## config.mk

```make
export PLATFORM = sky130hd
export DESIGN_NAME = clip_and_rasterize_line_core
export DESIGN_NICKNAME = d
export VERILOG_FILES = /design/src/sv/clr_pkg.sv /design/src/sv/clip_and_rasterize_line_core.sv /design/src/sv/clr_div.sv /design/src/sv/clr_front.sv /design/src/sv/clr_queue.sv /design/src/sv/clr_back.sv
export SDC_FILE = /design/constraint.sdc
export NUM_CORES = 2
export LEC_CHECK = 0
export ABC_AREA = 1
export BUFFER_PORTS_ARGS = -buffer_cell sky130_fd_sc_hd__buf_2
export CAP_MARGIN = 15
export CELL_PAD_IN_SITES_DETAIL_PLACEMENT = 0
export CELL_PAD_IN_SITES_GLOBAL_PLACEMENT = 2
export CORE_ASPECT_RATIO = 2
export CORE_MARGIN = 3
export CORE_UTILIZATION = 30
export CTS_CLUSTER_DIAMETER = 100
export DETAILED_ROUTE_END_ITERATION = 7
export PLACE_DENSITY = 0.65
export SLEW_MARGIN = 20
export SYNTH_ARGS = -nofsm -noshare
export SYNTH_HDL_FRONTEND = slang
export SYNTH_SLANG_ARGS = --single-unit
export TNS_END_PERCENT = 1
```

## constraint.sdc

```tcl
create_clock -name clock -period 32.3 [get_ports clock]
set_input_delay 4.845 -clock clock [delete_from_list [all_inputs] [get_ports clock]]
set_output_delay 4.845 -clock clock [all_outputs]
set_load 0.005 [all_outputs]
```

## src/sv/clr_pkg.sv

```systemverilog
`default_nettype none
package clr_pkg;
   localparam int MAX_DIM = 4096;
   localparam int CW = 13;
   localparam int PW = 12;
   localparam int CSR_IDX_W = 1;
   localparam logic [CSR_IDX_W-1:0] CSR_WIDTH = 1'b0;
   localparam logic [CSR_IDX_W-1:0] CSR_HEIGHT = 1'b1;
   localparam logic KIND_START = 1'b0;
   localparam logic KIND_TICK = 1'b1;

   // A finished line setup handed from the clipper to the stepper.
   typedef struct packed {
      logic       x_is_major;
      logic       step_down;
      logic [CW-1:0] major_pos;
      logic [CW-1:0] minor_pos;
      logic [CW-1:0] major_end;
      logic [CW-1:0] major_delta;
      logic [CW-1:0] minor_delta;
      logic [7:0] colour;
      logic       active;
   } line_setup_type;

   // One queue entry: either a tick or a line setup (inactive when rejected).
   typedef struct packed {
      logic           is_tick;
      line_setup_type setup;
   } cmd_type;
endpackage
`default_nettype wire

```

## src/sv/clip_and_rasterize_line_core.sv

```systemverilog
`default_nettype none
// Clips a segment to the canvas and then returns one Bresenham pixel per tick
// transfer while a line is active. A start transfer is classified and clipped
// by the front part and produces no pixel; each clip step (up to eight) uses a
// 34-iteration bit-serial divider. Every transfer holds the input until the
// front part has pushed its command. Ticks pass through a two-entry queue to
// the stepper, which delivers each pixel from its output register in the cycle
// after it takes the tick.
// Canvas size writes must happen only while idle.
module clip_and_rasterize_line_core (
   input  wire logic        clock,
   input  wire logic        reset,
   input  wire logic        req_valid,
   output logic             req_stall,
   input  wire logic        req_kind,
   input  wire logic signed [15:0] req_start_x,
   input  wire logic signed [15:0] req_start_y,
   input  wire logic signed [15:0] req_end_x,
   input  wire logic signed [15:0] req_end_y,
   input  wire logic [7:0]  req_colour,
   output logic             rsp_valid,
   input  wire logic        rsp_stall,
   output logic [11:0]      rsp_pixel_x,
   output logic [11:0]      rsp_pixel_y,
   output logic [7:0]       rsp_pixel_colour,
   output logic             rsp_last_pixel,
   input  wire logic        csr_write,
   input  wire logic [clr_pkg::CSR_IDX_W-1:0] csr_index,
   input  wire logic [12:0] csr_data
);
   import clr_pkg::*;
   logic [12:0] width_ff, height_ff;
   logic        push, full, pop, nempty;
   cmd_type     pcmd, head;

   always_ff @(posedge clock) begin
      if (reset) begin
         width_ff <= 13'd256; height_ff <= 13'd256;
      end else if (csr_write) begin
         case (csr_index)
            CSR_WIDTH:  width_ff <= csr_data;
            CSR_HEIGHT: height_ff <= csr_data;
            default: ;
         endcase
      end
   end

   clr_front u_front (
      .clock(clock), .reset(reset), .req_valid(req_valid), .req_stall(req_stall),
      .req_kind(req_kind), .req_start_x(req_start_x), .req_start_y(req_start_y),
      .req_end_x(req_end_x), .req_end_y(req_end_y), .req_colour(req_colour),
      .width_cfg(width_ff), .height_cfg(height_ff),
      .push(push), .push_cmd(pcmd), .q_full(full)
   );
   clr_queue u_queue (
      .clock(clock), .reset(reset), .push(push), .push_cmd(pcmd), .full(full),
      .pop(pop), .not_empty(nempty), .head(head)
   );
   clr_back u_back (
      .clock(clock), .reset(reset), .q_valid(nempty), .head(head), .pop(pop),
      .rsp_valid(rsp_valid), .rsp_stall(rsp_stall), .rsp_pixel_x(rsp_pixel_x),
      .rsp_pixel_y(rsp_pixel_y), .rsp_pixel_colour(rsp_pixel_colour),
      .rsp_last_pixel(rsp_last_pixel)
   );
endmodule
`default_nettype wire

```

## src/sv/clr_div.sv

```systemverilog
`default_nettype none
// Restoring signed divider, one quotient bit per cycle, truncating toward zero.
module clr_div (
   input  wire logic        clock,
   input  wire logic        reset,
   input  wire logic        start,
   input  wire logic signed [33:0] dividend,
   input  wire logic signed [17:0] divisor,
   output logic             done,
   output logic signed [33:0] quotient
);
   logic [33:0] q_ff, q_in;
   logic [33:0] r_ff, r_in;
   logic [17:0] d_ff, d_in;
   logic        neg_ff, neg_in;
   logic [5:0]  cnt_ff, cnt_in;
   logic        busy_ff, busy_in;
   logic        done_ff, done_in;
   logic [34:0] trial;
   logic [33:0] shr;

   always_comb begin
      q_in = q_ff; r_in = r_ff; d_in = d_ff; neg_in = neg_ff;
      cnt_in = cnt_ff; busy_in = busy_ff; done_in = 1'b0;
      shr = '0; trial = '0;
      if (start) begin
         q_in = dividend[33] ? 34'(-dividend) : dividend;
         d_in = divisor[17] ? 18'(-divisor) : divisor;
         neg_in = dividend[33] ^ divisor[17];
         r_in = '0;
         cnt_in = 6'd34;
         busy_in = 1'b1;
      end else if (busy_ff) begin
         shr = {r_ff[32:0], q_ff[33]};
         trial = {1'b0, shr} - {17'd0, d_ff};
         if (!trial[34]) begin
            r_in = trial[33:0];
            q_in = {q_ff[32:0], 1'b1};
         end else begin
            r_in = shr;
            q_in = {q_ff[32:0], 1'b0};
         end
         cnt_in = cnt_ff - 6'd1;
         if (cnt_ff == 6'd1) begin
            busy_in = 1'b0;
            done_in = 1'b1;
         end
      end
   end

   always_ff @(posedge clock) begin
      if (reset) begin
         busy_ff <= 1'b0;
         done_ff <= 1'b0;
         cnt_ff <= '0;
      end else begin
         busy_ff <= busy_in;
         done_ff <= done_in;
         cnt_ff <= cnt_in;
      end
      q_ff <= q_in; r_ff <= r_in; d_ff <= d_in; neg_ff <= neg_in;
   end

   assign done = done_ff;
   assign quotient = neg_ff ? 34'(-q_ff) : q_ff;
endmodule
`default_nettype wire

```

## src/sv/clr_front.sv

```systemverilog
`default_nettype none
// Accepts items, clips start items with Cohen-Sutherland and pushes commands.
module clr_front (
   input  wire logic        clock,
   input  wire logic        reset,
   input  wire logic        req_valid,
   output logic             req_stall,
   input  wire logic        req_kind,
   input  wire logic signed [15:0] req_start_x,
   input  wire logic signed [15:0] req_start_y,
   input  wire logic signed [15:0] req_end_x,
   input  wire logic signed [15:0] req_end_y,
   input  wire logic [7:0]  req_colour,
   input  wire logic [12:0] width_cfg,
   input  wire logic [12:0] height_cfg,
   output logic             push,
   output clr_pkg::cmd_type push_cmd,
   input  wire logic        q_full
);
   import clr_pkg::*;

   typedef enum logic [2:0] {
      S_IDLE, S_CODE, S_DECIDE, S_DIV, S_SETUP, S_PUSH
   } state_type;

   state_type   state_ff;
   logic signed [17:0] x1_ff, y1_ff, x2_ff, y2_ff;
   logic signed [17:0] xm_ff, ym_ff;
   logic [3:0]  c1_ff, c2_ff;
   logic [3:0]  steps_ff;
   logic        on1_ff;
   logic        vert_ff;
   logic signed [17:0] e_ff, base_ff;
   cmd_type     cmd_ff;
   logic        div_start_ff;
   logic signed [33:0] div_num_ff;
   logic signed [17:0] div_den_ff;
   logic        div_done;
   logic signed [33:0] div_q;

   clr_div u_div (
      .clock(clock), .reset(reset), .start(div_start_ff),
      .dividend(div_num_ff), .divisor(div_den_ff),
      .done(div_done), .quotient(div_q)
   );

   function automatic logic signed [17:0] edge_of(input logic [12:0] r);
      logic [12:0] d;
      d = r;
      if (d < 13'd1) d = 13'd1;
      if (d > 13'(MAX_DIM)) d = 13'(MAX_DIM);
      return 18'(d) - 18'sd1;
   endfunction

   function automatic logic [3:0] ocode(input logic signed [17:0] x, y, xm, ym);
      return {y > ym, y < 0, x > xm, x < 0};
   endfunction

   logic signed [17:0] px, py, qx, qy;
   logic        on1;
   logic [3:0]  cc;
   logic signed [17:0] ee;
   logic        vv;
   logic        reject;
   logic signed [17:0] dx, dy, adx, ady;
   logic signed [17:0] a1, b1, a2, b2;
   logic        xmaj;

   always_comb begin
      // The endpoint that moves is endpoint 1 while it is still outside.
      on1 = (c1_ff != 4'd0);
      px = on1 ? x1_ff : x2_ff; py = on1 ? y1_ff : y2_ff;
      qx = on1 ? x2_ff : x1_ff; qy = on1 ? y2_ff : y1_ff;
      cc = on1 ? c1_ff : c2_ff;
      vv = (cc[1:0] != 2'd0);
      if (vv) ee = cc[0] ? 18'sd0 : xm_ff;
      else ee = cc[2] ? 18'sd0 : ym_ff;
      reject = ((c1_ff & c2_ff) != 4'd0) || (steps_ff >= 4'd8) ||
               (vv && qx == px) || (!vv && qy == py);
      dx = x2_ff - x1_ff; dy = y2_ff - y1_ff;
      adx = dx[17] ? -dx : dx; ady = dy[17] ? -dy : dy;
      xmaj = adx > ady;
      if (xmaj) begin a1 = x1_ff; b1 = y1_ff; a2 = x2_ff; b2 = y2_ff; end
      else begin a1 = y1_ff; b1 = x1_ff; a2 = y2_ff; b2 = x2_ff; end
      if (a1 > a2) begin
         {a1, a2} = {a2, a1};
         {b1, b2} = {b2, b1};
      end
   end

   always_ff @(posedge clock) begin
      if (reset) begin
         state_ff <= S_IDLE;
         div_start_ff <= 1'b0;
      end else begin
         div_start_ff <= (state_ff == S_DECIDE) && ((c1_ff | c2_ff) != 4'd0) && !reject;
         case (state_ff)
            S_IDLE: if (req_valid && !req_stall) begin
               if (req_kind == KIND_TICK) begin
                  cmd_ff.is_tick <= 1'b1;
                  state_ff <= S_PUSH;
               end else begin
                  cmd_ff.is_tick <= 1'b0;
                  cmd_ff.setup.colour <= req_colour;
                  x1_ff <= 18'(req_start_x); y1_ff <= 18'(req_start_y);
                  x2_ff <= 18'(req_end_x); y2_ff <= 18'(req_end_y);
                  xm_ff <= edge_of(width_cfg); ym_ff <= edge_of(height_cfg);
                  steps_ff <= '0;
                  state_ff <= S_CODE;
               end
            end
            S_CODE: begin
               c1_ff <= ocode(x1_ff, y1_ff, xm_ff, ym_ff);
               c2_ff <= ocode(x2_ff, y2_ff, xm_ff, ym_ff);
               state_ff <= S_DECIDE;
            end
            S_DECIDE: begin
               if ((c1_ff | c2_ff) == 4'd0) state_ff <= S_SETUP;
               else if (reject) begin
                  cmd_ff.setup.active <= 1'b0;
                  state_ff <= S_PUSH;
               end else begin
                  steps_ff <= steps_ff + 4'd1;
                  on1_ff <= on1;
                  vert_ff <= vv;
                  e_ff <= ee;
                  base_ff <= vv ? py : px;
                  div_num_ff <= vv ? (qy - py) * (ee - px) : (qx - px) * (ee - py);
                  div_den_ff <= vv ? (qx - px) : (qy - py);
                  state_ff <= S_DIV;
               end
            end
            S_DIV: if (div_done) begin
               if (vert_ff) begin
                  if (on1_ff) begin x1_ff <= e_ff; y1_ff <= base_ff + 18'(div_q); end
                  else begin x2_ff <= e_ff; y2_ff <= base_ff + 18'(div_q); end
               end else begin
                  if (on1_ff) begin y1_ff <= e_ff; x1_ff <= base_ff + 18'(div_q); end
                  else begin y2_ff <= e_ff; x2_ff <= base_ff + 18'(div_q); end
               end
               state_ff <= S_CODE;
            end
            S_SETUP: begin
               cmd_ff.setup.x_is_major <= xmaj;
               cmd_ff.setup.step_down <= !(b1 < b2);
               cmd_ff.setup.major_pos <= a1[12:0];
               cmd_ff.setup.minor_pos <= b1[12:0];
               cmd_ff.setup.major_end <= a2[12:0];
               cmd_ff.setup.major_delta <= 13'(a2 - a1);
               cmd_ff.setup.minor_delta <= (b2 > b1) ? 13'(b2 - b1) : 13'(b1 - b2);
               cmd_ff.setup.active <= 1'b1;
               state_ff <= S_PUSH;
            end
            S_PUSH: if (!q_full) state_ff <= S_IDLE;
            default: state_ff <= S_IDLE;
         endcase
      end
   end

   assign req_stall = (state_ff != S_IDLE);
   assign push = (state_ff == S_PUSH) && !q_full;
   assign push_cmd = cmd_ff;
endmodule
`default_nettype wire

```

## src/sv/clr_queue.sv

```systemverilog
`default_nettype none
// Two-entry command queue between the clipper and the stepper.
module clr_queue (
   input  wire logic    clock,
   input  wire logic    reset,
   input  wire logic    push,
   input  wire clr_pkg::cmd_type push_cmd,
   output logic         full,
   input  wire logic    pop,
   output logic         not_empty,
   output clr_pkg::cmd_type head
);
   import clr_pkg::*;
   cmd_type  mem_ff [2];
   logic     wp_ff, rp_ff;
   logic [1:0] cnt_ff;

   always_ff @(posedge clock) begin
      if (reset) begin
         wp_ff <= 1'b0; rp_ff <= 1'b0; cnt_ff <= '0;
      end else begin
         if (push) wp_ff <= ~wp_ff;
         if (pop) rp_ff <= ~rp_ff;
         cnt_ff <= cnt_ff + {1'b0, push} - {1'b0, pop};
      end
      if (push) mem_ff[wp_ff] <= push_cmd;
   end

   assign full = (cnt_ff == 2'd2);
   assign not_empty = (cnt_ff != 2'd0);
   assign head = mem_ff[rp_ff];
endmodule
`default_nettype wire

```

## src/sv/clr_back.sv

```systemverilog
`default_nettype none
// Bresenham stepper: one pixel per tick, while a line is active, into an output register.
module clr_back (
   input  wire logic    clock,
   input  wire logic    reset,
   input  wire logic    q_valid,
   input  wire clr_pkg::cmd_type head,
   output logic         pop,
   output logic         rsp_valid,
   input  wire logic    rsp_stall,
   output logic [11:0]  rsp_pixel_x,
   output logic [11:0]  rsp_pixel_y,
   output logic [7:0]   rsp_pixel_colour,
   output logic         rsp_last_pixel
);
   import clr_pkg::*;
   line_setup_type ln_ff;
   logic signed [13:0] err_ff;
   logic signed [13:0] err_sub;
   logic         last;
   logic         ov_ff;

   assign pop = q_valid && !(ov_ff && rsp_stall);
   assign last = ln_ff.major_pos >= ln_ff.major_end;
   assign err_sub = err_ff - $signed({1'b0, ln_ff.minor_delta});

   always_ff @(posedge clock) begin
      if (reset) begin
         ln_ff.active <= 1'b0;
         ov_ff <= 1'b0;
      end else begin
         ov_ff <= (pop && head.is_tick && ln_ff.active) || (ov_ff && rsp_stall);
         if (pop) begin
            if (!head.is_tick) begin
               ln_ff <= head.setup;
               err_ff <= 14'(head.setup.major_delta >> 1);
            end else if (ln_ff.active) begin
               rsp_pixel_x <= ln_ff.x_is_major ? ln_ff.major_pos[11:0] : ln_ff.minor_pos[11:0];
               rsp_pixel_y <= ln_ff.x_is_major ? ln_ff.minor_pos[11:0] : ln_ff.major_pos[11:0];
               rsp_pixel_colour <= ln_ff.colour;
               rsp_last_pixel <= last;
               if (err_sub < 0) begin
                  err_ff <= err_sub + $signed({1'b0, ln_ff.major_delta});
                  ln_ff.minor_pos <= ln_ff.step_down ? ln_ff.minor_pos - 13'd1
                                                     : ln_ff.minor_pos + 13'd1;
               end else err_ff <= err_sub;
               ln_ff.major_pos <= ln_ff.major_pos + 13'd1;
               if (last) ln_ff.active <= 1'b0;
            end
         end
      end
   end

   assign rsp_valid = ov_ff;
endmodule
`default_nettype wire

```

==> metrics.log <==
[metrics] outcome: completed
[metrics] initial cell density of the core: 0.302
[metrics] DRC violations left: 0
[metrics] post-detailed-route wirelength per cell: 28.4 um
[metrics] routability-driven placement congestion ratio: roughly 1.1
[metrics] Rel. slew slack: 0.184
[metrics] insertion delay to the later sink of the worst-skew pair: about 0.73 ns
[metrics] detailed-routed wire length on met2: about 170 mm
[metrics] worst hold path type: flip-flop to flip-flop
[metrics] f_max: 72.4 MHz
[metrics] Crit path required time: between 30 and 40 ns
[metrics] PostCTS Resize Cnt: 0
[metrics] number of antenna violations at the first check in global routing: 34
[metrics] area of the multi-input gates: 40800 um^2
[metrics] global-route wire length before repair: around 430 mm
[metrics] port buffer count: about 130
[metrics] RSZ-0062 raised after global routing: no
[metrics] Worst Max-Slew Pin Slew: between 1 and 1.5 ns
[metrics] All-Layer GR Usage: 0.270
[metrics] Tmin final: 13.82 ns
[metrics] sum of net half-perimeters after detailed placement: 250 mm
[metrics] kind of end point of the critical path: flip-flop
[metrics] routed metal-1 wire length: ~86 mm
[metrics] family with the most delay on the worst path: compound AO/OA/AOI/OAI gates
[metrics] buffer type at the clock tree root: sky130_fd_sc_hd__clkbuf_16
[metrics] synthesized cell area: between 60000 and 70000 um^2
[metrics] sequential cell area: a little under 20000 um^2
[metrics] Critical path buffers and inverters: 11
[metrics] FP Rows: ~240
[metrics] nets: 9032
[metrics] total overflow reported by the global router: 0
[metrics] IO Pins: between 100 and 150
[metrics] FILL cells: 23000
[metrics] htree depth: 3
[metrics] share of final-layout standard cells stronger than drive strength 1: 0.0729
[metrics] post-cts hold buffer count: 0
[metrics] share of the cycle needed by the critical path after routing: 0.428
[metrics] area of the core region: 219000 um^2
[metrics] fraction of synthesis flops using an asynchronous set or reset pin: 0
[metrics] number of flops mapped to enable cells by yosys: 600
[metrics] endpoints failing hold: 0
[metrics] fraction of the yosys area taken by sequential cells: 0.296
[metrics] post-DR vias/cell: about 5
[metrics] synthesized instance count: approximately 7600
[metrics] DR vias: roughly 54000
[metrics] endpoints failing setup: 0
[metrics] maximum count of clock buffers along a single path: 3
[metrics] highest routed metal layer: met5
[metrics] Max Cap Viol: 0
[metrics] CTS tree: done
[metrics] synthesized area per cell: around 8.7 um^2
[metrics] CP dominant cell by count: sky130_fd_sc_hd__inv_1
[metrics] highest-delay cell along the critical path: sky130_fd_sc_hd__o32ai_1
[metrics] first drt pass iteration count: 8
[metrics] clock edge transition at the registers on the reported setup and hold paths: roughly 0.06 ns
[metrics] FF+latch count, synth: about 680
[metrics] Total Die Area: 227000 um^2
[metrics] post-synthesis to final-layout area growth: 11.3%
[metrics] number of post-CTS setup repair buffers: 0
[metrics] Synth Warn #: 0
[metrics] die height: around 670 um
[metrics] highest cell delay on the worst timing path: between 0.9 and 1 ns
[metrics] pin count of the biggest net entering global routing: a little under 80
[metrics] number of DRC markers in iteration 0: 3566
[metrics] vias in the first global route: 57800
[metrics] post-route ant nets: 0
[metrics] final setup skew: about 0.047 ns
[metrics] Routed met3 length: 12.5 mm
[metrics] worst-path maximum fanout: 48
[metrics] Fin Setup TNS: 0 ns
[metrics] ys flop type: sky130_fd_sc_hd__edfxtp_1
[metrics] critical path data arrival time: around 14 ns
[metrics] number of different library cells in the post-synthesis netlist: 73
[metrics] final routed wirelength across all metal layers: a little over 300 mm
[metrics] Setup CP Type: flip-flop to flip-flop
[metrics] final-report max-slew violation count: 0
[metrics] Worst setup SP type: flip-flop
[metrics] overall die width: 338 um
[metrics] number of sinks on the clock net: slightly below 700
[metrics] Inserted Clock Buffers: 71
-- metrics by stage --
step | hold WS, ns | util | std cells | worst slack, ns | cell area (um^2)
final | 0.433 | 0.336 | 10800 | 18.48 | 73700
after global routing | 0.442 | 0.336 | 10700 | 17.70 | 73700
after CTS | 0.436 | 0.336 | 10700 | 18.43 | 73600
after detailed placement | 0.409 | 0.324 | 10600 | 18.47 | 71100
after global placement | 0.414 | 0.324 | 10600 | 18.47 | 71000
after floorplan | 0.400 | - | 7613 | 21.94 | 66200
-- state kept, by name, indices dropped and copies added (netlist names), 6 cells and up, named ones only --
name / count
u_front.y2_ff: 18
u_front.div_den_ff: 18
u_front.push_cmd: 76
u_front.x1_ff: 18
u_back.rsp_pixel_x: 12
u_queue.mem_ff: 152
u_front.base_ff: 18
u_front.y1_ff: 18
u_front.e_ff: 14
u_front.xm_ff: 14
u_back.rsp_pixel_y: 12
height_ff: 13
u_front.u_div.q_ff: 34
width_ff: 13
u_front.u_div.d_ff: 18
u_back.rsp_pixel_colour: 8
u_front.ym_ff: 14
u_front.u_div.cnt_ff: 6
u_front.div_num_ff: 34
u_back.err_ff: 14
u_front.u_div.r_ff: 33
u_back.ln_ff: 75
u_front.x2_ff: 18
-- layout make-up --
type,count,area share
Antenna cell,19,0.000645
Clock buffer,83,0.0257
Clock inverter,49,0.00823
Inverter,1416,0.0722
Multi-Input combinational cell,5304,0.554
Sequential cell,678,0.266
Tap cell,2940,0.0499
Timing Repair Buffer,272,0.0238
-- routing by layer --
layer  track usage  up-vias
met5             0        -
met4         0.294       22
met3        0.0464      900
met2         0.513     1668
met1         0.220    27000
li1              -    24600
-- cells in the final DEF (no fill, tap or decap), types with 14 or more instances in the layout --
cell type	instances
sky130_fd_sc_hd__a211oi_1	16
sky130_fd_sc_hd__a21oi_1	353
sky130_fd_sc_hd__a31oi_1	42
sky130_fd_sc_hd__buf_2	126
sky130_fd_sc_hd__buf_4	142
sky130_fd_sc_hd__clkbuf_16	73
sky130_fd_sc_hd__clkinv_1	19
sky130_fd_sc_hd__dfxtp_1	76
sky130_fd_sc_hd__diode_2	19
sky130_fd_sc_hd__edfxtp_1	600
sky130_fd_sc_hd__fa_1	683
sky130_fd_sc_hd__ha_1	514
sky130_fd_sc_hd__inv_1	1391
sky130_fd_sc_hd__mux2_2	55
sky130_fd_sc_hd__mux2i_1	16
sky130_fd_sc_hd__nand2_1	1598
sky130_fd_sc_hd__nand3_1	115
sky130_fd_sc_hd__nand4_1	44
sky130_fd_sc_hd__nor2_1	581
sky130_fd_sc_hd__nor3_1	58
sky130_fd_sc_hd__nor4_1	25
sky130_fd_sc_hd__o211ai_1	26
sky130_fd_sc_hd__o21ai_0	555
sky130_fd_sc_hd__o21ai_1	40
sky130_fd_sc_hd__o21bai_1	29
sky130_fd_sc_hd__o22ai_1	14
sky130_fd_sc_hd__or2_2	30
sky130_fd_sc_hd__xnor2_1	85
sky130_fd_sc_hd__xor2_1	217
-- kinds of logic after synthesis --
logic type / count (synthesis) / share of synthesized area
DFF: 678 / 0.296
buffers and inverters: 1631 / 0.0935
other: 1 / 0.0000566
AOI/OAI and AO/OA: 1206 / 0.101
adders and majority gates: 1197 / 0.304
xor gates and xnor gates: 319 / 0.0424
muxes: 73 / 0.0121
and+or+nand+nor: 2507 / 0.152
-- Yosys cell counts, types with 18 or more instances --
cell type                  instances  area [um^2]
sky130_fd_sc_hd__a211oi_1         18          135
sky130_fd_sc_hd__a21oi_1         356         1780
sky130_fd_sc_hd__a31oi_1          42          263
sky130_fd_sc_hd__clkbuf_1        183          687
sky130_fd_sc_hd__dfxtp_1          78         1560
sky130_fd_sc_hd__edfxtp_1        600        18000
sky130_fd_sc_hd__fa_1            683        13700
sky130_fd_sc_hd__ha_1            514         6430
sky130_fd_sc_hd__inv_1          1391         5220
sky130_fd_sc_hd__mux2_2           55          619
sky130_fd_sc_hd__mux2i_1          18          180
sky130_fd_sc_hd__nand2_1        1599         6000
sky130_fd_sc_hd__nand3_1         115          576
sky130_fd_sc_hd__nand4_1          44          275
sky130_fd_sc_hd__nor2_1          588         2210
sky130_fd_sc_hd__nor3_1           63          315
sky130_fd_sc_hd__nor4_1           25          156
sky130_fd_sc_hd__o211ai_1         26          195
sky130_fd_sc_hd__o21ai_0         581         2910
sky130_fd_sc_hd__o21ai_1          23          115
sky130_fd_sc_hd__o21bai_1         29          218
sky130_fd_sc_hd__or2_2            30          188
sky130_fd_sc_hd__xnor2_1          95          832
sky130_fd_sc_hd__xor2_1          222         1940
-- worst paths after layout --
path	slack, ns	depth (start not counted)	start	endpoint
setup / recovery	18.48	45	u_front.c1_ff[0]$_DFFE_PP_	u_front.div_num_ff[33]$_DFFE_PP_
hold / removal	0.43	0	u_back.ln_ff[2]$_DFFE_PP_	u_back.rsp_pixel_colour[1]$_DFFE_PP_
setup reg to reg	18.48	45	u_front.c1_ff[0]$_DFFE_PP_	u_front.div_num_ff[33]$_DFFE_PP_
hold reg to reg	0.43	0	u_back.ln_ff[2]$_DFFE_PP_	u_back.rsp_pixel_colour[1]$_DFFE_PP_
Power is left out: the tool's default activity adds up to more than one toggle a clock period on the data nets, which glitch-free logic cannot reach.
